**src/rtl/lwt_pkg.sv**
```systemverilog
// Package for the list/word/number/string tokenizer.
// Holds the phase, event and error codes, field widths and the result struct.
// No dependencies; every other RTL file imports it.
`default_nettype none

package lwt_pkg;

    // Width of the number accumulator; numbers saturate at 2**NUM_BITS - 1.
    localparam int NUM_BITS = 32;
    // Widths of the result fields on the output channel.
    localparam int BYTE_W   = 8;
    localparam int VALUE_W  = 32;
    localparam int KIND_W   = 3;
    localparam int ERR_W    = 3;

    localparam logic [BYTE_W-1:0] CH_SPACE = 8'h20;
    localparam logic [BYTE_W-1:0] CH_LF    = 8'h0A;
    localparam logic [BYTE_W-1:0] CH_OPEN  = 8'h28;
    localparam logic [BYTE_W-1:0] CH_CLOSE = 8'h29;
    localparam logic [BYTE_W-1:0] CH_COLON = 8'h3A;
    localparam logic [BYTE_W-1:0] CH_DASH  = 8'h2D;
    localparam logic [BYTE_W-1:0] CH_ZERO  = 8'h30;
    localparam logic [BYTE_W-1:0] CH_NINE  = 8'h39;
    localparam logic [BYTE_W-1:0] CH_LO_A  = 8'h61;
    localparam logic [BYTE_W-1:0] CH_LO_Z  = 8'h7A;
    localparam logic [BYTE_W-1:0] CH_UP_A  = 8'h41;
    localparam logic [BYTE_W-1:0] CH_UP_Z  = 8'h5A;

    typedef enum logic [3:0] {
        PH_START     = 4'd0,
        PH_LOPEN     = 4'd1,
        PH_LCLOSE    = 4'd2,
        PH_WORD      = 4'd3,
        PH_WORD_OUT  = 4'd4,
        PH_NUM       = 4'd5,
        PH_NUM_OUT   = 4'd6,
        PH_STR       = 4'd7,
        PH_STR_CHECK = 4'd8,
        PH_STR_OUT   = 4'd9
    } phase_t;

    typedef enum logic [KIND_W-1:0] {
        EV_OPEN  = 3'd0,
        EV_CLOSE = 3'd1,
        EV_NUM   = 3'd2,
        EV_WBYTE = 3'd3,
        EV_WDONE = 3'd4,
        EV_SBYTE = 3'd5,
        EV_SDONE = 3'd6,
        EV_ERR   = 3'd7
    } event_kind_t;

    typedef enum logic [ERR_W-1:0] {
        ER_SPACE   = 3'd0,
        ER_OPEN    = 3'd1,
        ER_CLOSE   = 3'd2,
        ER_DIGIT   = 3'd3,
        ER_COLON   = 3'd4,
        ER_WORD    = 3'd5,
        ER_ILLEGAL = 3'd6
    } error_code_t;

    typedef struct packed {
        logic [KIND_W-1:0]  event_kind;
        logic [BYTE_W-1:0]  item_byte;
        logic [VALUE_W-1:0] number_value;
        logic [ERR_W-1:0]   error_code;
    } token_t;

endpackage

`default_nettype wire

```
**src/rtl/lwt_channels.sv**
```systemverilog
// Valid/ready channel interfaces for the tokenizer: raw bytes in, events out.
// Depends on lwt_pkg for the field widths.
`default_nettype none

interface lwt_byte_if;
    import lwt_pkg::*;
    logic              valid;
    logic              ready;
    logic [BYTE_W-1:0] data_byte;

    modport source (output valid, output data_byte, input ready);
    modport sink   (input valid, input data_byte, output ready);
endinterface

interface lwt_event_if;
    import lwt_pkg::*;
    logic               valid;
    logic               ready;
    logic [KIND_W-1:0]  event_kind;
    logic [BYTE_W-1:0]  item_byte;
    logic [VALUE_W-1:0] number_value;
    logic [ERR_W-1:0]   error_code;

    modport source (output valid, output event_kind, output item_byte,
                    output number_value, output error_code, input ready);
    modport sink   (input valid, input event_kind, input item_byte,
                    input number_value, input error_code, output ready);
endinterface

`default_nettype wire

```
**src/rtl/list_word_number_string_tokenizer.sv**
```systemverilog
// Top level of the list/word/number/string tokenizer.
// Depends on lwt_pkg, lwt_channels, lwt_in_stage and lwt_lexer.
//
// Usage: raw protocol bytes arrive on the stream channel, one byte per
// transaction. Each byte yields at most one event on the tokens channel:
// list open, list close, number done, word byte, word done, string byte,
// string done (with the string length) or an error with a class code.
// Bytes that only advance the tokenizer, such as digits of a number or a
// space after a paren, produce no event.
// Path: a byte accepted at a clock edge is held in the input register and is
// stepped through the phase machine once the result register can take an
// event; that event is loaded into the result register as the step ends and
// is shown on tokens until the receiver takes it.
// Throughput: one byte per clock cycle while the result register is free;
// the phase, accumulator and string counters are all updated in that single
// step, with the saturating multiply-by-ten built from two shifts and an add.
// Reset (rst_n low, asynchronous) empties both registers and returns the
// tokenizer to the start phase with all counters at zero.
// Stall: when the receiver holds tokens.ready low with an event waiting,
// the held byte stays put and stream.ready drops once the input register
// is full; no byte or event is lost or repeated.
`default_nettype none

module list_word_number_string_tokenizer (
    input  wire logic    clk,
    input  wire logic    rst_n,
    lwt_byte_if.sink     stream,
    lwt_event_if.source  tokens
);
    import lwt_pkg::*;

    logic              held_valid;
    logic [BYTE_W-1:0] held_byte;
    logic              out_free;
    logic              step;
    logic              res_valid;
    token_t            res;

    logic              tok_valid_reg;
    logic              tok_valid_next;
    token_t            tok_reg;

    // The result register can take a new event when empty or being drained.
    assign out_free = !tok_valid_reg || tokens.ready;
    assign step     = held_valid && out_free;

    lwt_in_stage u_in_stage (
        .clk        (clk),
        .rst_n      (rst_n),
        .stream     (stream),
        .advance    (step),
        .held_valid (held_valid),
        .held_byte  (held_byte)
    );

    lwt_lexer u_lexer (
        .clk       (clk),
        .rst_n     (rst_n),
        .step      (step),
        .data_byte (held_byte),
        .res_valid (res_valid),
        .res       (res)
    );

    always_comb
    begin
        tok_valid_next = tok_valid_reg;
        if (out_free)
        begin
            tok_valid_next = step && res_valid;
        end
    end

    always_ff @(posedge clk or negedge rst_n)
    begin
        if (!rst_n)
        begin
            tok_valid_reg <= 1'b0;
        end
        else
        begin
            tok_valid_reg <= tok_valid_next;
        end
    end

    always_ff @(posedge clk)
    begin
        if (step && res_valid)
        begin
            tok_reg <= res;
        end
    end

    assign tokens.valid        = tok_valid_reg;
    assign tokens.event_kind   = tok_reg.event_kind;
    assign tokens.item_byte    = tok_reg.item_byte;
    assign tokens.number_value = tok_reg.number_value;
    assign tokens.error_code   = tok_reg.error_code;

endmodule

`default_nettype wire

```
**src/rtl/lwt_in_stage.sv**
```systemverilog
// Input register of the tokenizer: captures one byte per transaction.
// Depends on lwt_pkg and the lwt_byte_if interface.
`default_nettype none

module lwt_in_stage (
    input  wire logic                   clk,
    input  wire logic                   rst_n,
    lwt_byte_if.sink                    stream,
    input  wire logic                   advance,
    output logic                        held_valid,
    output logic [lwt_pkg::BYTE_W-1:0]  held_byte
);
    import lwt_pkg::*;

    logic              valid_reg;
    logic              valid_next;
    logic [BYTE_W-1:0] byte_reg;
    logic              take;

    // The held byte leaves when the lexer steps on it, so a new one may land.
    assign stream.ready = !valid_reg || advance;
    assign take         = stream.valid && stream.ready;

    always_comb
    begin
        valid_next = valid_reg;
        if (take)
        begin
            valid_next = 1'b1;
        end
        else if (advance)
        begin
            valid_next = 1'b0;
        end
    end

    always_ff @(posedge clk or negedge rst_n)
    begin
        if (!rst_n)
        begin
            valid_reg <= 1'b0;
        end
        else
        begin
            valid_reg <= valid_next;
        end
    end

    always_ff @(posedge clk)
    begin
        if (take)
        begin
            byte_reg <= stream.data_byte;
        end
    end

    assign held_valid = valid_reg;
    assign held_byte  = byte_reg;

endmodule

`default_nettype wire

```
**src/rtl/lwt_lexer.sv**
```systemverilog
// Tokenizer phase machine with number accumulator and string counters.
// One byte per step; produces at most one event. Depends on lwt_pkg.
`default_nettype none

module lwt_lexer (
    input  wire logic                  clk,
    input  wire logic                  rst_n,
    input  wire logic                  step,
    input  wire logic [lwt_pkg::BYTE_W-1:0] data_byte,
    output logic                       res_valid,
    output lwt_pkg::token_t            res
);
    import lwt_pkg::*;

    localparam logic [NUM_BITS-1:0] NUM_MAX = {NUM_BITS{1'b1}};

    phase_t              phase_reg, phase_next;
    logic [NUM_BITS-1:0] acc_reg, acc_next;
    logic [NUM_BITS-1:0] remain_reg, remain_next;
    logic [NUM_BITS-1:0] length_reg, length_next;

    logic                is_space, is_open, is_close, is_digit, is_colon, is_word;
    logic                sep;
    logic [3:0]          digit;
    logic [NUM_BITS+3:0] scaled;
    logic [NUM_BITS-1:0] acc_step;
    logic [NUM_BITS-1:0] remain_dec;

    assign is_space = (data_byte == CH_SPACE) || (data_byte == CH_LF);
    assign is_open  = (data_byte == CH_OPEN);
    assign is_close = (data_byte == CH_CLOSE);
    assign is_digit = (data_byte >= CH_ZERO) && (data_byte <= CH_NINE);
    assign is_colon = (data_byte == CH_COLON);
    assign is_word  = ((data_byte >= CH_LO_A) && (data_byte <= CH_LO_Z))
                   || ((data_byte >= CH_UP_A) && (data_byte <= CH_UP_Z))
                   || (data_byte == CH_DASH);
    assign digit    = data_byte[3:0];

    assign sep = (phase_reg == PH_START) || (phase_reg == PH_WORD_OUT)
              || (phase_reg == PH_NUM_OUT) || (phase_reg == PH_STR_OUT);

    // acc*10 + d, saturating: overflow exactly when the full sum passes the maximum.
    assign scaled   = {acc_reg, 3'b000} + {2'b00, acc_reg, 1'b0}
                    + {{NUM_BITS{1'b0}}, digit};
    assign acc_step = (scaled > {4'b0000, NUM_MAX}) ? NUM_MAX : scaled[NUM_BITS-1:0];

    assign remain_dec = (remain_reg != '0) ? remain_reg - 1'b1 : remain_reg;

    always_comb
    begin
        phase_next  = phase_reg;
        acc_next    = acc_reg;
        remain_next = remain_reg;
        length_next = length_reg;
        res_valid   = 1'b0;
        res         = '0;

        if (phase_reg == PH_STR)
        begin
            remain_next = remain_dec;
            if (remain_dec == '0)
            begin
                phase_next = PH_STR_CHECK;
            end
            res_valid      = 1'b1;
            res.event_kind = EV_SBYTE;
            res.item_byte  = data_byte;
        end
        else if (is_space)
        begin
            unique case (phase_reg)
                PH_WORD:
                begin
                    phase_next     = PH_WORD_OUT;
                    res_valid      = 1'b1;
                    res.event_kind = EV_WDONE;
                end
                PH_LOPEN, PH_LCLOSE:
                begin
                    phase_next = PH_START;
                end
                PH_NUM:
                begin
                    phase_next       = PH_NUM_OUT;
                    res_valid        = 1'b1;
                    res.event_kind   = EV_NUM;
                    res.number_value = VALUE_W'(acc_reg);
                end
                PH_STR_CHECK:
                begin
                    phase_next       = PH_STR_OUT;
                    res_valid        = 1'b1;
                    res.event_kind   = EV_SDONE;
                    res.number_value = VALUE_W'(length_reg);
                end
                PH_START, PH_WORD_OUT, PH_NUM_OUT, PH_STR_OUT:
                begin
                    phase_next = phase_reg;
                end
                default:
                begin
                    res_valid      = 1'b1;
                    res.event_kind = EV_ERR;
                    res.error_code = ER_SPACE;
                end
            endcase
        end
        else if (is_open || is_close)
        begin
            res_valid = 1'b1;
            if (sep)
            begin
                phase_next     = is_open ? PH_LOPEN : PH_LCLOSE;
                res.event_kind = is_open ? EV_OPEN : EV_CLOSE;
            end
            else
            begin
                res.event_kind = EV_ERR;
                res.error_code = is_open ? ER_OPEN : ER_CLOSE;
            end
        end
        else if (is_digit)
        begin
            if (sep)
            begin
                phase_next = PH_NUM;
                acc_next   = NUM_BITS'(digit);
            end
            else if (phase_reg == PH_NUM)
            begin
                acc_next = acc_step;
            end
            else if (phase_reg == PH_WORD)
            begin
                res_valid      = 1'b1;
                res.event_kind = EV_WBYTE;
                res.item_byte  = data_byte;
            end
            else
            begin
                res_valid      = 1'b1;
                res.event_kind = EV_ERR;
                res.error_code = ER_DIGIT;
            end
        end
        else if (is_colon)
        begin
            if (phase_reg == PH_NUM)
            begin
                length_next = acc_reg;
                remain_next = acc_reg;
                phase_next  = (acc_reg == '0) ? PH_STR_CHECK : PH_STR;
            end
            else
            begin
                res_valid      = 1'b1;
                res.event_kind = EV_ERR;
                res.error_code = ER_COLON;
            end
        end
        else if (is_word)
        begin
            res_valid = 1'b1;
            if (sep || (phase_reg == PH_WORD))
            begin
                phase_next     = PH_WORD;
                res.event_kind = EV_WBYTE;
                res.item_byte  = data_byte;
            end
            else
            begin
                res.event_kind = EV_ERR;
                res.error_code = ER_WORD;
            end
        end
        else
        begin
            res_valid      = 1'b1;
            res.event_kind = EV_ERR;
            res.error_code = ER_ILLEGAL;
        end
    end

    always_ff @(posedge clk or negedge rst_n)
    begin
        if (!rst_n)
        begin
            phase_reg  <= PH_START;
            acc_reg    <= '0;
            remain_reg <= '0;
            length_reg <= '0;
        end
        else if (step)
        begin
            phase_reg  <= phase_next;
            acc_reg    <= acc_next;
            remain_reg <= remain_next;
            length_reg <= length_next;
        end
    end

endmodule

`default_nettype wire
```
**src/flat_wrapper.sv**
```systemverilog
// flat-port wrapper written by rule: the top's interface ports become plain ports
module list_word_number_string_tokenizer_flat import lwt_pkg::*;
  (clk, rst_n, stream_valid, stream_data_byte, stream_ready, tokens_valid, tokens_event_kind, tokens_item_byte, tokens_number_value, tokens_error_code, tokens_ready);
  lwt_byte_if stream_i ();
  lwt_event_if tokens_i ();
  input  wire logic clk;
  input  wire logic rst_n;
  input wire logic [$bits(stream_i.valid)-1:0] stream_valid;
  input wire logic [$bits(stream_i.data_byte)-1:0] stream_data_byte;
  output wire logic [$bits(stream_i.ready)-1:0] stream_ready;
  output wire logic [$bits(tokens_i.valid)-1:0] tokens_valid;
  output wire logic [$bits(tokens_i.event_kind)-1:0] tokens_event_kind;
  output wire logic [$bits(tokens_i.item_byte)-1:0] tokens_item_byte;
  output wire logic [$bits(tokens_i.number_value)-1:0] tokens_number_value;
  output wire logic [$bits(tokens_i.error_code)-1:0] tokens_error_code;
  input wire logic [$bits(tokens_i.ready)-1:0] tokens_ready;
  assign stream_i.valid = stream_valid;
  assign stream_i.data_byte = stream_data_byte;
  assign stream_ready = stream_i.ready;
  assign tokens_valid = tokens_i.valid;
  assign tokens_event_kind = tokens_i.event_kind;
  assign tokens_item_byte = tokens_i.item_byte;
  assign tokens_number_value = tokens_i.number_value;
  assign tokens_error_code = tokens_i.error_code;
  assign tokens_i.ready = tokens_ready;
  list_word_number_string_tokenizer u_core (.clk(clk), .rst_n(rst_n), .stream(stream_i), .tokens(tokens_i));
endmodule
```
**config.mk**
```make
export PLATFORM = sky130hd
export DESIGN_NAME = list_word_number_string_tokenizer_flat
export DESIGN_NICKNAME = d
export VERILOG_FILES = /design/src/rtl/lwt_pkg.sv /design/src/rtl/lwt_channels.sv /design/src/rtl/list_word_number_string_tokenizer.sv /design/src/rtl/lwt_in_stage.sv /design/src/rtl/lwt_lexer.sv /design/src/flat_wrapper.sv
export SDC_FILE = /design/constraint.sdc
export NUM_CORES = 1
export LEC_CHECK = 0
export ABC_AREA = 1
export BUFFER_PORTS_ARGS = -buffer_cell sky130_fd_sc_hd__buf_2
export CORE_ASPECT_RATIO = 0.7
export CORE_MARGIN = 2
export CORE_UTILIZATION = 36
export DETAILED_ROUTE_END_ITERATION = 8
export PLACE_DENSITY = 0.53
export SYNTH_ARGS = -nofsm -noshare
export SYNTH_HDL_FRONTEND = slang
export SYNTH_SLANG_ARGS = --single-unit
```
**constraint.sdc**
```tcl
create_clock -name clk -period 6.1 [get_ports clk]
set_input_delay 0.305 -clock clk [delete_from_list [all_inputs] [get_ports clk]]
set_output_delay 0.305 -clock clk [all_outputs]
set_load 0.03 [all_outputs]
```
# ---- Word level (Yosys, flattened, before mapping)
# Cells that the tools add are included.
dict set report word_totals {
  register_bits 156
  in_bits 12
  wordCells 150
  out_inout_bits 48
}
dict set report classes {
  bitwise_logic 4
  order_cmp 7
  addsub 3
  n_eq_ne 23
  n_mux 66
  n_reduce_logical 36
}
# cell count
set ops {}
lappend ops {{$mux W32} 10}
lappend ops {{$logic_not A32 Y1} 2}
lappend ops {{$pmux W32 S2} 1}
lappend ops {{$mux W8} 7}
lappend ops {{$mux W4} 12}
lappend ops {{$mux W3} 14}
lappend ops {{$eq A8 B6 Y1 const B} 5}
lappend ops {{$add A35 B33 Y36} 1}
lappend ops {{$add A36 B4 Y36} 1}
lappend ops {{$gt A36 B32 Y1 const B} 1}
lappend ops {{$mux W11} 3}
lappend ops {{$reduce_bool A32 Y1} 1}
lappend ops {{$sub A32 B1 Y32 const B} 1}
lappend ops {{$eq A4 B3 Y1 const B} 4}
lappend ops {{$ge A8 B7 Y1 const B} 2}
lappend ops {{$le A8 B7 Y1 const B} 2}
lappend ops {{$pmux W4 S4} 1}
lappend ops {{$mux W2} 6}
lappend ops {{$pmux W3 S4} 1}
lappend ops {{$reduce_and A6 Y1} 2}
lappend ops {{$reduce_bool A6 Y1} 2}
lappend ops {{$mux W1} 11}
lappend ops {{$logic_or A1 B1 Y1} 10}
lappend ops {{$eq A4 B2 Y1 const B} 2}
lappend ops {{20 further kinds} 37}

# ---- Longest topological paths before layout
# Gate-level depths: netlist of run 1.
dict set report depth {
  depth_word 12
  mapped_depth 20
  ltp_nobuf 19
}

# ---- Modules after synthesis
# A second synthesis of run 1 with hierarchy kept.
dict set report hier_totals {
  cells_unflattened 1469
  area_unflattened_um2 10701.5
}
# mod instances seq_area_each_um2 area_each_um2 cells_per_inst
set modules_own_cells {}
lappend modules_own_cells {lwt_lexer 1 2502.4 8971.1 1400}
lappend modules_own_cells {list_word_number_string_tokenizer 1 1406.3 1445.1 55}
lappend modules_own_cells {lwt_in_stage 1 265.3 285.3 14}

# ---- Worst setup path after synthesis of run 1
# No wires, ideal clock.
dict set report synth_timing {
  kind {flip-flop to flip-flop}
  from {register u_core.u_lexer.phase_reg[3]}
  to {register u_core.tok_reg, in the netlist u_core.tokens.error_code[0], enable pin}
  t_arrival_ns 4.300
  setup_time_ns 0.509
  setup_slack_ns 1.291
  path_stages_with_launch 9
  t_required_ns 5.591
  path_buffers 1
  synth_period_minus_slack_ns 4.809
  cell_sequence {dfrtp_1 nor2_2 nand2_1 buf_2 inv_2 nor2_2 inv_2 a21oi_1 nor3_1}
}
dict set report synth_between {
  elab_chain_len 10
  word_cells_on_any_way 21
  cone_classes {eq/ne (7); mux (8); reduce/logical (6)}
}
# item line_no
set synth_rtl {}
lappend synth_rtl {{start: declaration} lwt_lexer.sv:17} ;# phase_t phase_reg, phase_next;
lappend synth_rtl {{start signal: assignment} lwt_lexer.sv:195} ;# phase_reg <= phase_next;
lappend synth_rtl {{$eq A4 B3 Y1 / $logic_not A4 Y1 (equally long branches)} {lwt_lexer.sv:39, lwt_lexer.sv:71}}
lappend synth_rtl {{$logic_or A1 B1 Y1} lwt_lexer.sv:39} ;# assign sep = (phase_reg == PH_START) || (phase_reg == PH_WORD_OUT)
lappend synth_rtl {{$logic_or A1 B1 Y1 (2 in series)} lwt_lexer.sv:40} ;# || (phase_reg == PH_NUM_OUT) || (phase_reg == PH_STR_OUT);
lappend synth_rtl {{$mux W1} lwt_lexer.sv:124} ;# if (sep)
lappend synth_rtl {{$mux W1} lwt_lexer.sv:122} ;# else if (is_digit)
lappend synth_rtl {{$mux W1} lwt_lexer.sv:108} ;# else if (is_open || is_close)
lappend synth_rtl {{$mux W1} lwt_lexer.sv:69} ;# else if (is_space)
lappend synth_rtl {{$mux W1 *} lwt_lexer.sv:58} ;# if (phase_reg == PH_STR)
lappend synth_rtl {{$logic_and A1 B1 Y1 *} list_word_number_string_tokenizer.sv:88} ;# if (step && res_valid)
lappend synth_rtl {{end signal: assignment} list_word_number_string_tokenizer.sv:90} ;# tok_reg <= res;
lappend synth_rtl {{end: declaration} list_word_number_string_tokenizer.sv:41} ;# token_t tok_reg;
# Every way passes the cells marked *; elsewhere a longest branch is shown, timed or not.
# A chain may end at the register's enable or synchronous reset.

# ---- Worst setup path in the final report of run 1
dict set report layout_timing {
  from {register u_core.u_lexer.acc_reg[0]}
  to {register u_core.u_lexer.acc_reg[28]}
}
dict set report layout_between {
  elab_chain_len 6
}
# item line_no
set layout_rtl {}
lappend layout_rtl {{start: declaration} lwt_lexer.sv:18} ;# logic [NUM_BITS-1:0] acc_reg, acc_next;
lappend layout_rtl {{start signal: assignment} lwt_lexer.sv:196} ;# acc_reg <= acc_next;
lappend layout_rtl {{$add A35 B33 Y36 *} lwt_lexer.sv:43} ;# assign scaled = {acc_reg, 3'b000} + {2'b00, acc_reg, 1'b0}
lappend layout_rtl {{$add A36 B4 Y36 *} lwt_lexer.sv:44} ;# + {{NUM_BITS{1'b0}}, digit};
lappend layout_rtl {{$gt A36 B32 Y1} lwt_lexer.sv:45} ;# assign acc_step = (scaled > {4'b0000, NUM_MAX}) ? NUM_MAX : scaled[NUM_BITS-1:0];
lappend layout_rtl {{$mux W32 *} lwt_lexer.sv:45}
lappend layout_rtl {{$mux W32 *} lwt_lexer.sv:129} ;# else if (phase_reg == PH_NUM)
lappend layout_rtl {{$mux W32 *} lwt_lexer.sv:124}
# Every way passes the cells marked *; elsewhere a longest branch is shown, timed or not. The select of a mux whose other input is x is not followed.

==> flow_metrics.tcl, run 1 <==
set metrics [dict create \
    n_fill_cell 2978 \
    total_power_mw 4.06 \
    drt-initial-drc-count 942 \
    worstPathRequired_ns 6.42 \
    gr-total-overflow 0 \
    ys_ff_latch 156 \
    grt_max_degree 71 \
    hold_viol_final 0 \
    slowest_delay_ns 0.57 \
    synth_top_family_by_area "simple AND/OR/NAND/NOR gates" \
    final_cell_mix "nand2_1 (329), nor2_1 (141), inv_1 (123)" \
    htree_num_levels 4 \
    finalCritPeriodShare_pct 57.7 \
    coreArea_um2 29000 \
    async_flop_share_pct 65.4 \
    whs_ns 0.0326 \
    fin_crit_ns 3.52 \
    num-nets-final 1509 \
    synthXorXnorAreaFrac_pct 2.23 \
    synth_edf_count 54 \
    drv_slew 0 \
    power_frac_seq_pct 33.8 \
    start_util_pct 36.7 \
    synth-simple-area-share_pct 27.4 \
    max_freq_ghz 0.284 \
    crit_top_cell "nand2_1" \
    synth.area.top_cells "dfrtp_1 (24%), edfxtp_1 (15%), nand2_1 (12%)" \
    avgSynthCellArea_um2 7.66 \
    leakagePower_nw 5.51 \
    worstSetupStartpointType "flop" \
    cts_setup_buffers 0 \
    area_growth_pct 12.3 \
    n_antenna_cell 0 \
    clock_skew_ns 0.0102 \
    io_pins 60 \
    clock_path_buffers 2 \
    first_global_vias 8954 \
    vdd_drop_max_mv 0.195 \
    drt_wl_total_um 34800 \
    dpl.hpwl_um 26300 \
    rsz0062_at_grt "false" \
    grt_pass1_wl_um 53700 \
    antenna_found_initial 1 \
    vias 9924 \
    crit_arrival_ns 3.84 \
    ys_seq_area_share_pct 39.3 \
    drive_above_1_share_pct 11.7 \
    synthesis.nets 1466 \
    post_drt_wl_per_cell_um 19.1 \
    synth_top_area_share_pct 24.0 \
    syn_area_um2 10600 \
    p_int_mw 2.47 \
    drc 0 \
    viasPerCell 5.45 \
    clockRootBuffer "clkbuf_16" \
    setup_viol 0 \
    swShare_pct 39.3 \
    synth_fa_ha_area_share_pct 8.03 \
    synthMuxAreaShare_pct 0 \
    insertion_delay_ns 0.46 \
    cp_max_fo 28 \
    syn_inst 1387 \
    power.density_nw_per_um2 341 \
    fp.dieW_um 209 \
    hold_path_class "in -> reg" \
    clockPowerShare_pct 30.9 \
    grt_usage_pct 22.8 \
    gp_congestion 0.947 \
    cts_tree "yes" \
    yosys.area.top_type "dfrtp_1" \
    critPathCaptureType "flop" \
    yosysWarnings 0 \
    cts.clk_slew.worst_paths_ns 0.07 \
    synth_compound_area_share_pct 16.2 \
    num_rows 52 \
    numCtsBuffers 17 \
    slew_headroom_pct 23.3 \
    die_h_um 148 \
    clkSinkCount 156 \
    finalSetupTns_ns 0 \
    ant_nets 0 \
    outcome "completed" \
    synth_cell_types 50 \
    port_buffers 59 \
    path_cells "fa_1, fa_1, nand2_1, inv_1, nand2_1, nand2_1, nand2_1, nand3_1, nand2_1, nand2_1, nand3_1, nand2_1, nand2_1, nand2_1, nor2_2, nand2_2, nand2_4, nand3_1" \
    crit_path_top_delay_cell "fa_1" \
    die-area_um2 30900 \
    critPathKind "reg -> reg" \
    synth_ff_type "dfrtp_1" \
    dr.pass1.iters 6 \
    p_sw_mw 1.60 \
    p_comb_share_pct 35.4 \
    tightest_slew_ns 1.15 \
    drv_cap 0 \
    layout_commonest_cell "nand2_1" \
]
cell type report:
cell class                      instances  area (um2)  area share [%]
Tap cell                              378         473            3.96
Inverter                              138         518            4.34
Sequential cell                       156        4170            35.0
Multi-Input combinational cell       1050        5720            48.0
Clock buffer                           17         425            3.57
Timing Repair Buffer                   67         360            3.02
Clock inverter                         15         258            2.16
Yosys cell counts (5+ instances only):
| cell | count |
|---|---|
| dfrtp_1 | 102 |
| a21o_1 | 10 |
| xor2_1 | 17 |
| xnor2_1 | 10 |
| o21ai_0 | 108 |
| buf_2 | 8 |
| a22oi_1 | 6 |
| nor2_2 | 15 |
| ha_1 | 65 |
| o211ai_1 | 10 |
| o31ai_1 | 31 |
| nand2_1 | 330 |
| nand2_2 | 11 |
| a21oi_1 | 75 |
| clkbuf_1 | 27 |
| nor3_1 | 13 |
| nand4_1 | 14 |
| inv_2 | 14 |
| nand3_1 | 102 |
| nor2_4 | 5 |
| or2_2 | 5 |
| inv_1 | 123 |
| nor4_1 | 8 |
| o22ai_1 | 32 |
| nand3_2 | 9 |
| nor2_1 | 141 |
| edfxtp_1 | 54 |
per-stage QoR:
stage	instances	setup slack, ns	util (%)	area, um2
6_report	1821	2.58	41.2	11900
5_1_grt	1821	2.28	41.2	11900
4_1_cts	1821	2.61	41.2	11900
3_5_place_dp	1788	2.64	38.8	11200
3_3_place_gp	1788	2.66	38.8	11200
2_1_floorplan	1387	1.29	-	10600
kinds of logic (layout without fill, tap and decap cells):
group | after synthesis | count (layout)
buffers and inverters | 181 | 237
adders and majority gates | 67 | 67
DFF | 156 | 156
AOI/OAI and AO/OA | 294 | 294
xor gates and xnor gates | 27 | 27
and+or+nand+nor | 662 | 662
layer usage:
metal  vias up  share of wire [%]  GRT usage, %
met4         0               0.71          4.18
met2       318                 39          30.7
li1       4826                  -             -
met1      4756                 53          36.9
met5         -                  0             0
met3        24                6.9          4.99
critical path, delay by kind of cell, from the launching register on:
| kind | cells | cell delay (ns) |
|---|---|---|
| flip-flops | 1 | 0.49 |
| buffers and inverters | 1 | 0.05 |
| AND/OR/NAND/NOR | 15 | 1.80 |
| adder cells (fa/ha/maj) | 2 | 1.02 |
power groups by stage:
| stage | Clock [mW] | Combinational [mW] | Sequential [mW] |
|---|---|---|---|
| finish | 1.25 | 1.44 | 1.37 |
| global route | 1.31 | 1.60 | 1.39 |
| CTS | 1.27 | 1.43 | 1.37 |
| detailed placement | 0 | 1.42 | 1.39 |
| global placement | 0 | 1.43 | 1.39 |
| floorplan | 0 | 0.963 | 1.41 |
worst paths after layout:
check	depth (start not counted)	slack, ns	to	startpoint
worst max-delay path	18	2.58	u_core.u_lexer.acc_reg[28]	u_core.u_lexer.acc_reg[0]
worst min-delay path	1	0.03	u_core.u_in_stage.held_byte[0]	stream_data_byte[0]
worst max register to register	18	2.58	u_core.u_lexer.acc_reg[28]	u_core.u_lexer.acc_reg[0]
worst min register to register	2	0.49	u_core.u_lexer.length_reg[18]	u_core.u_lexer.length_reg[18]
max in group asynchronous	3	4.39	u_core.u_lexer.length_reg[16]	rst_n
min in group asynchronous	2	0.34	u_core.u_lexer.acc_reg[27]	rst_n
repair_timing:
action                                 in CTS  in global routing
hold buffers                                1                  0
resized for setup                           0                  0
endpoints found under the hold margin      32                  0
Power figures use the tool's default switching activity.
==> inputs of run 2 (changes only) <==
- PLACE_DENSITY: 0.53 -> 0.55
- clock period: 6.1 -> 2.95 ns (I/O delays scaled with it)
==> run 2 against run 1 <==
  * Sequential cell count unchanged
  * Largest power group unchanged
  * Clock skew barely moved
  * Worst setup slack got worse by 2.6 ns
  * Final area up 8.9%
  * Total power is 120% higher
  * Via count grew 5.0%
  * Non-clock buffer count grew 101
  * Largest cell class unchanged
  * Combinational power rose to 2.6 times the previous value
  * Maximum frequency increased by 20%
  * Core utilization increased by 3.7 points
  * Highest routed layer unchanged
==> flow_metrics.tcl, run 2 (synthesis results as in run 1) <==
set metrics [dict create \
    ant_nets 0 \
    p_comb_share_pct 43.3 \
    tightest_slew_ns 0.688 \
    numCtsBuffers 17 \
    pre_cts_ws_ns -0.00346 \
    worstSetupStartpointType "flop" \
    fin_ws_ns 0.0181 \
    critPathBufInv 2 \
    fin_crit_ns 2.93 \
    power.density_nw_per_um2 673 \
    path_cells "ha_1, ha_1, nand2_1, inv_1, nand2_1, nand3_4, nand2_2, nand2_2, nand4_1, nand2_1, nand2_2, a21oi_4, nand2_2, nand2_4, clkbuf_16, nand3_2" \
    p_int_mw 5.25 \
    coreArea_um2 29000 \
    vias 10416 \
    worstPathRequired_ns 3.28 \
    cp_top_family "simple AND/OR/NAND/NOR gates" \
    fp.dieW_um 209 \
    htree_num_levels 4 \
    r2r-start "u_core.u_lexer.acc_reg[4]" \
    rrSetupSlack_ns 0.02 \
    gr-total-overflow 0 \
    vdd_drop_max_mv 0.341 \
    rsz0062_at_grt "true" \
    gp_congestion 0.961 \
    drt_wl_total_um 36300 \
    dpl.hpwl_um 27700 \
    cts_tree "yes" \
    crit_top_cell "nand2_2" \
    crit_arrival_ns 3.26 \
    insertion_delay_ns 0.44 \
    num-nets-final 1610 \
    outcome "completed" \
    port_buffers 59 \
    cts.clk_slew.worst_paths_ns 0.07 \
    hold_viol_final 0 \
    antenna_found_initial 0 \
    die_h_um 148 \
    hold_path_class "in -> async" \
    grt_usage_pct 23.6 \
    start_util_pct 36.7 \
    grt_pass1_wl_um 56000 \
    swShare_pct 40.0 \
    clockPowerShare_pct 25.5 \
    slew_headroom_pct 54.1 \
    clock_skew_ns 0.0105 \
    drc 0 \
    final_cell_mix "nand2_1 (314), nor2_1 (138), inv_1 (123)" \
    viasPerCell 5.42 \
    slowest_delay_ns 0.45 \
    p_sw_mw 3.50 \
    clock_path_buffers 2 \
    io_pins 60 \
    clockRootBuffer "clkbuf_16" \
    finalSetupTns_ns 0 \
    critPathCaptureType "flop" \
    n_antenna_cell 0 \
    dr.pass1.iters 5 \
    max_freq_ghz 0.341 \
    num_rows 52 \
    drt-initial-drc-count 1224 \
    die-area_um2 30900 \
    post_drt_wl_per_cell_um 18.9 \
    r2r.worst_path.cells 16 \
    drv_slew 0 \
    clkSinkCount 156 \
    total_power_mw 8.74 \
    first_global_vias 9354 \
    power_frac_seq_pct 31.2 \
    r2r_end "u_core.u_lexer.acc_reg[23]" \
    critPathKind "reg -> reg" \
    cp_max_fo 6 \
    grt_max_degree 65 \
    crit_path_top_delay_cell "dfrtp_1" \
    area_growth_pct 22.3 \
    leakagePower_nw 6.08 \
    drive_above_1_share_pct 19.9 \
    final_cell_area_um2 13000 \
    drv_cap 0 \
    place_area_um2 12000 \
    finalCritPeriodShare_pct 99.4 \
    setup_viol 0 \
    layout_commonest_cell "nand2_1" \
]
run 2: worst max path at each step:
stage	start	to	slack, ns	depth (start not counted)
after floorplan	u_core.u_lexer.acc_reg[0]	u_core.u_lexer.acc_reg[14]	0.1	19
after global placement	u_core.u_lexer.acc_reg[0]	u_core.u_lexer.acc_reg[12]	0.05	19
after detailed placement	u_core.u_lexer.acc_reg[0]	u_core.u_lexer.acc_reg[26]	-0.003	16
after CTS	u_core.u_lexer.acc_reg[2]	u_core.u_lexer.acc_reg[12]	0.02	19
after global routing	u_core.u_lexer.acc_reg[9]	u_core.u_lexer.acc_reg[13]	-0.08	14
final	u_core.u_lexer.acc_reg[4]	u_core.u_lexer.acc_reg[23]	0.02	16
run 2: repair_timing:
action	in CTS	in global routing
hold buffers	12	0
hold endpoints to repair	55	0
gates cloned	0	2
pin swaps	1	11
resized for setup	2	64
setup endpoints to repair	2	33
setup buffers	0	2
run 2: cell type report:
type | instances | area, um2
Fill cell | 2888 | 16000
Multi-Input combinational cell | 1050 | 6010
Sequential cell | 156 | 4180
Timing Repair Buffer | 168 | 1250
Inverter | 138 | 518
Tap cell | 378 | 473
Clock buffer | 22 | 454
Clock inverter | 10 | 115
run 2: power by group through the flow:
stage	registers [mW]	logic (mW)	clock network (mW)
3_5_place_dp	2.75	3.48	0
5_1_grt	2.75	4.15	2.34
4_1_cts	2.71	3.52	2.26
3_3_place_gp	2.75	3.50	0
6_report	2.72	3.79	2.23
2_1_floorplan	2.91	2.00	0
run 2: worst reg2reg max path: cells and delay by family, from the launching register on:
kind                     cells  cell delay, ns
buffers and inverters        2            0.31
adder cells (fa/ha/maj)      2            0.68
AND/OR/NAND/NOR             11            1.18
flip-flops                   1            0.45
AO/OA/AOI/OAI                1            0.18
run 2: per-stage QoR:
stage | instances | utilization (%) | hold WS, ns
after floorplan | 1387 | - | -0.148
after global placement | 1874 | 41.3 | 0.226
after detailed placement | 1874 | 41.3 | 0.228
after CTS | 1918 | 43.7 | 0.319
after global routing | 1922 | 44.9 | 0.363
final | 1922 | 44.9 | 0.293
run 2: metal layers:
| metal | global-route usage [%] | vias to the layer above | wire [um] |
|---|---|---|---|
| li1 | - | 5011 | - |
| met1 | 39.9 | 4964 | 18900 |
| met2 | 30.5 | 417 | 13900 |
| met3 | 3.61 | 24 | 3210 |
| met4 | 4.54 | 0 | 319 |
| met5 | 0 | - | 0 |
==> inputs of run 3 (changes only) <==
- CORE_UTILIZATION: 36 -> 55
- PLACE_DENSITY: 0.55 -> 0.77
==> run 3 against run 2 <==
  * Maximum frequency rose by 0.49%
  * Worst setup slack improved by 0.014 ns
  * Critical path depth rose by 1
  * Final cell count fell by 8.5%
  * Global-route usage rose by 10 points
  * Non-clock buffer count fell by 28
  * Sequential share of layout area rose by 1.2 points
  * Clock skew rose by 0.0016 ns
  * Sequential cell count did not move
  * Die area fell by 34%
  * Sequential power barely moved
  * Final area fell by 3.6%
  * Critical path type unchanged
  * Critical endpoint is now u_core.u_lexer.acc_reg[24]
  * Highest routed layer unchanged
==> flow_metrics.tcl, run 3 (synthesis results as in run 1) <==
set metrics [dict create \
    slew_headroom_pct 49.9 \
    clock_skew_ns 0.0120 \
    die_h_um 120 \
    dr.pass1.iters 6 \
    worstPathRequired_ns 3.28 \
    clockRootBuffer "clkbuf_16" \
    gp_congestion 1.01 \
    grt_max_degree 65 \
    drv_cap 0 \
    fin_crit_ns 2.92 \
    final_util_pct 66.2 \
    final_cell_mix "nand2_1 (320), nor2_1 (141), inv_1 (122)" \
    drive_above_1_share_pct 17.3 \
    pre_cts_ws_ns -0.00717 \
    leakagePower_nw 5.89 \
    worstSetupStartpointType "flop" \
    cts_tree "yes" \
    cp_max_fo 5 \
    first_global_vias 9441 \
    finalNonFillerCells 1758 \
    setup_viol 0 \
    drv_slew 0 \
    power.density_nw_per_um2 676 \
    outcome "completed" \
    slowest_delay_ns 0.52 \
    rrSetupSlack_ns 0.03 \
    num_rows 42 \
    post-place-cells 1707 \
    rsz0062_at_grt "true" \
    antenna_found_initial 0 \
    whs_ns 0.268 \
    area_growth_pct 17.9 \
    port_buffers 59 \
    num-nets-final 1582 \
    finalCritPeriodShare_pct 98.9 \
    htree_num_levels 4 \
    drc 0 \
    die-area_um2 20500 \
    grt_pass1_wl_um 52500 \
    vdd_drop_max_mv 0.534 \
    total_power_mw 8.46 \
    numCtsBuffers 17 \
    hold_path_class "in -> async" \
    layout_commonest_cell "nand2_1" \
    post_drt_wl_per_cell_um 19.5 \
    crit_top_cell "nand2_2" \
    insertion_delay_ns 0.44 \
    drt-initial-drc-count 1316 \
    gr-total-overflow 0 \
    crit_arrival_ns 3.25 \
    r2r_end "u_core.u_lexer.acc_reg[24]" \
    cts.clk_slew.worst_paths_ns 0.07 \
    fin_ws_ns 0.0325 \
    ant_nets 0 \
    crit_path_top_delay_cell "fa_2" \
    path_cells "fa_2, fa_2, nand2_2, inv_2, nand2_2, nand2_4, a21oi_4, o21ai_2, nand2_1, nand2_1, nand2_1, nand2_2, a21oi_4, nand2_2, nand2_8, clkbuf_16, nand3_2" \
    vias 10596 \
    r2r.worst_path.cells 17 \
    io_pins 60 \
    grt_usage_pct 33.7 \
    fp.dieW_um 170 \
    drt_wl_total_um 34300 \
    n_antenna_cell 0 \
    dpl.hpwl_um 25400 \
    max_freq_ghz 0.343 \
    r2r-start "u_core.u_lexer.acc_reg[0]" \
    tightest_slew_ns 0.747 \
    coreArea_um2 18900 \
    critPathKind "reg -> reg" \
    clock_path_buffers 2 \
    clkSinkCount 156 \
    critPathCaptureType "flop" \
    viasPerCell 6.03 \
    hold_viol_final 0 \
    start_util_pct 56.1 \
]
-- run 3: cell count changes in the layout (fill, tap and decap cells not counted), moves of 4 or more --
cell	before	now
buf_4	90	62
clkbuf_1	4	0
nand2_1	314	320
nand2_2	24	19
nand3_1	90	99
nand3_2	19	11
-- run 3: timing repair --
item,CTS,global route
pin swaps,9,17
hold buffers,11,0
endpoints found under the setup margin,5,32
setup buffers,3,3
cloned,1,2
hold endpoints to repair,57,0
resized for setup,8,38
-- run 3: report_power, final --
part           total [mW]  switching, mW  leakage (nW)  internal, mW
Combinational        3.53           2.30          3.86          1.23
Sequential           2.74          0.231          1.75          2.51
Clock                2.19           1.00         0.282          1.19
-- run 3: routing by layer --
| metal | track usage, % | vias up | wire length [um] |
|---|---|---|---|
| li1 | - | 4953 | - |
| met1 | 52.5 | 4951 | 15600 |
| met2 | 46.3 | 627 | 14000 |
| met3 | 8.22 | 65 | 4010 |
| met4 | 8.87 | 0 | 744 |
| met5 | 0 | - | 0 |
-- run 3: critical path: cells and delay by family, from the launching register on --
| family | cells | cell delay [ns] |
|---|---|---|
| simple gates | 10 | 0.80 |
| flops | 1 | 0.42 |
| fa+ha+maj | 2 | 0.95 |
| compound gates | 3 | 0.40 |
| buf+inv | 2 | 0.20 |
-- run 3: stage by stage --
| stage | TNS, ns | cell area (um2) |
|---|---|---|
| floorplan | 0 | 10600 |
| global placement | 0 | 11600 |
| CTS | 0 | 12300 |
| detailed placement | -0.00717 | 11600 |
| finish | 0 | 12500 |
| global route | -0.848 | 12500 |
-- run 3: cell type report --
| class | instances | area, um2 |
|---|---|---|
| clock inverter | 12 | 101 |
| fill | 1571 | 6390 |
| timing repair buffer | 140 | 1050 |
| multi-input combinational | 1050 | 5890 |
| sequential | 156 | 4180 |
| clock buffer | 20 | 478 |
| tap | 242 | 303 |
| inverter | 138 | 518 |
-- run 3: how the worst max path moves through the flow --
stage / start / endpoint / cells after the start
6_report: u_core.u_lexer.acc_reg[0] / u_core.u_lexer.acc_reg[24] / 17
2_1_floorplan: u_core.u_lexer.acc_reg[0] / u_core.u_lexer.acc_reg[14] / 19
3_5_place_dp: u_core.u_lexer.acc_reg[0] / u_core.u_lexer.acc_reg[4] / 17
4_1_cts: u_core.u_lexer.acc_reg[0] / u_core.u_lexer.acc_reg[27] / 19
5_1_grt: u_core.u_lexer.acc_reg[0] / u_core.u_lexer.acc_reg[26] / 17
3_3_place_gp: u_core.u_lexer.acc_reg[0] / u_core.u_lexer.acc_reg[0] / 19
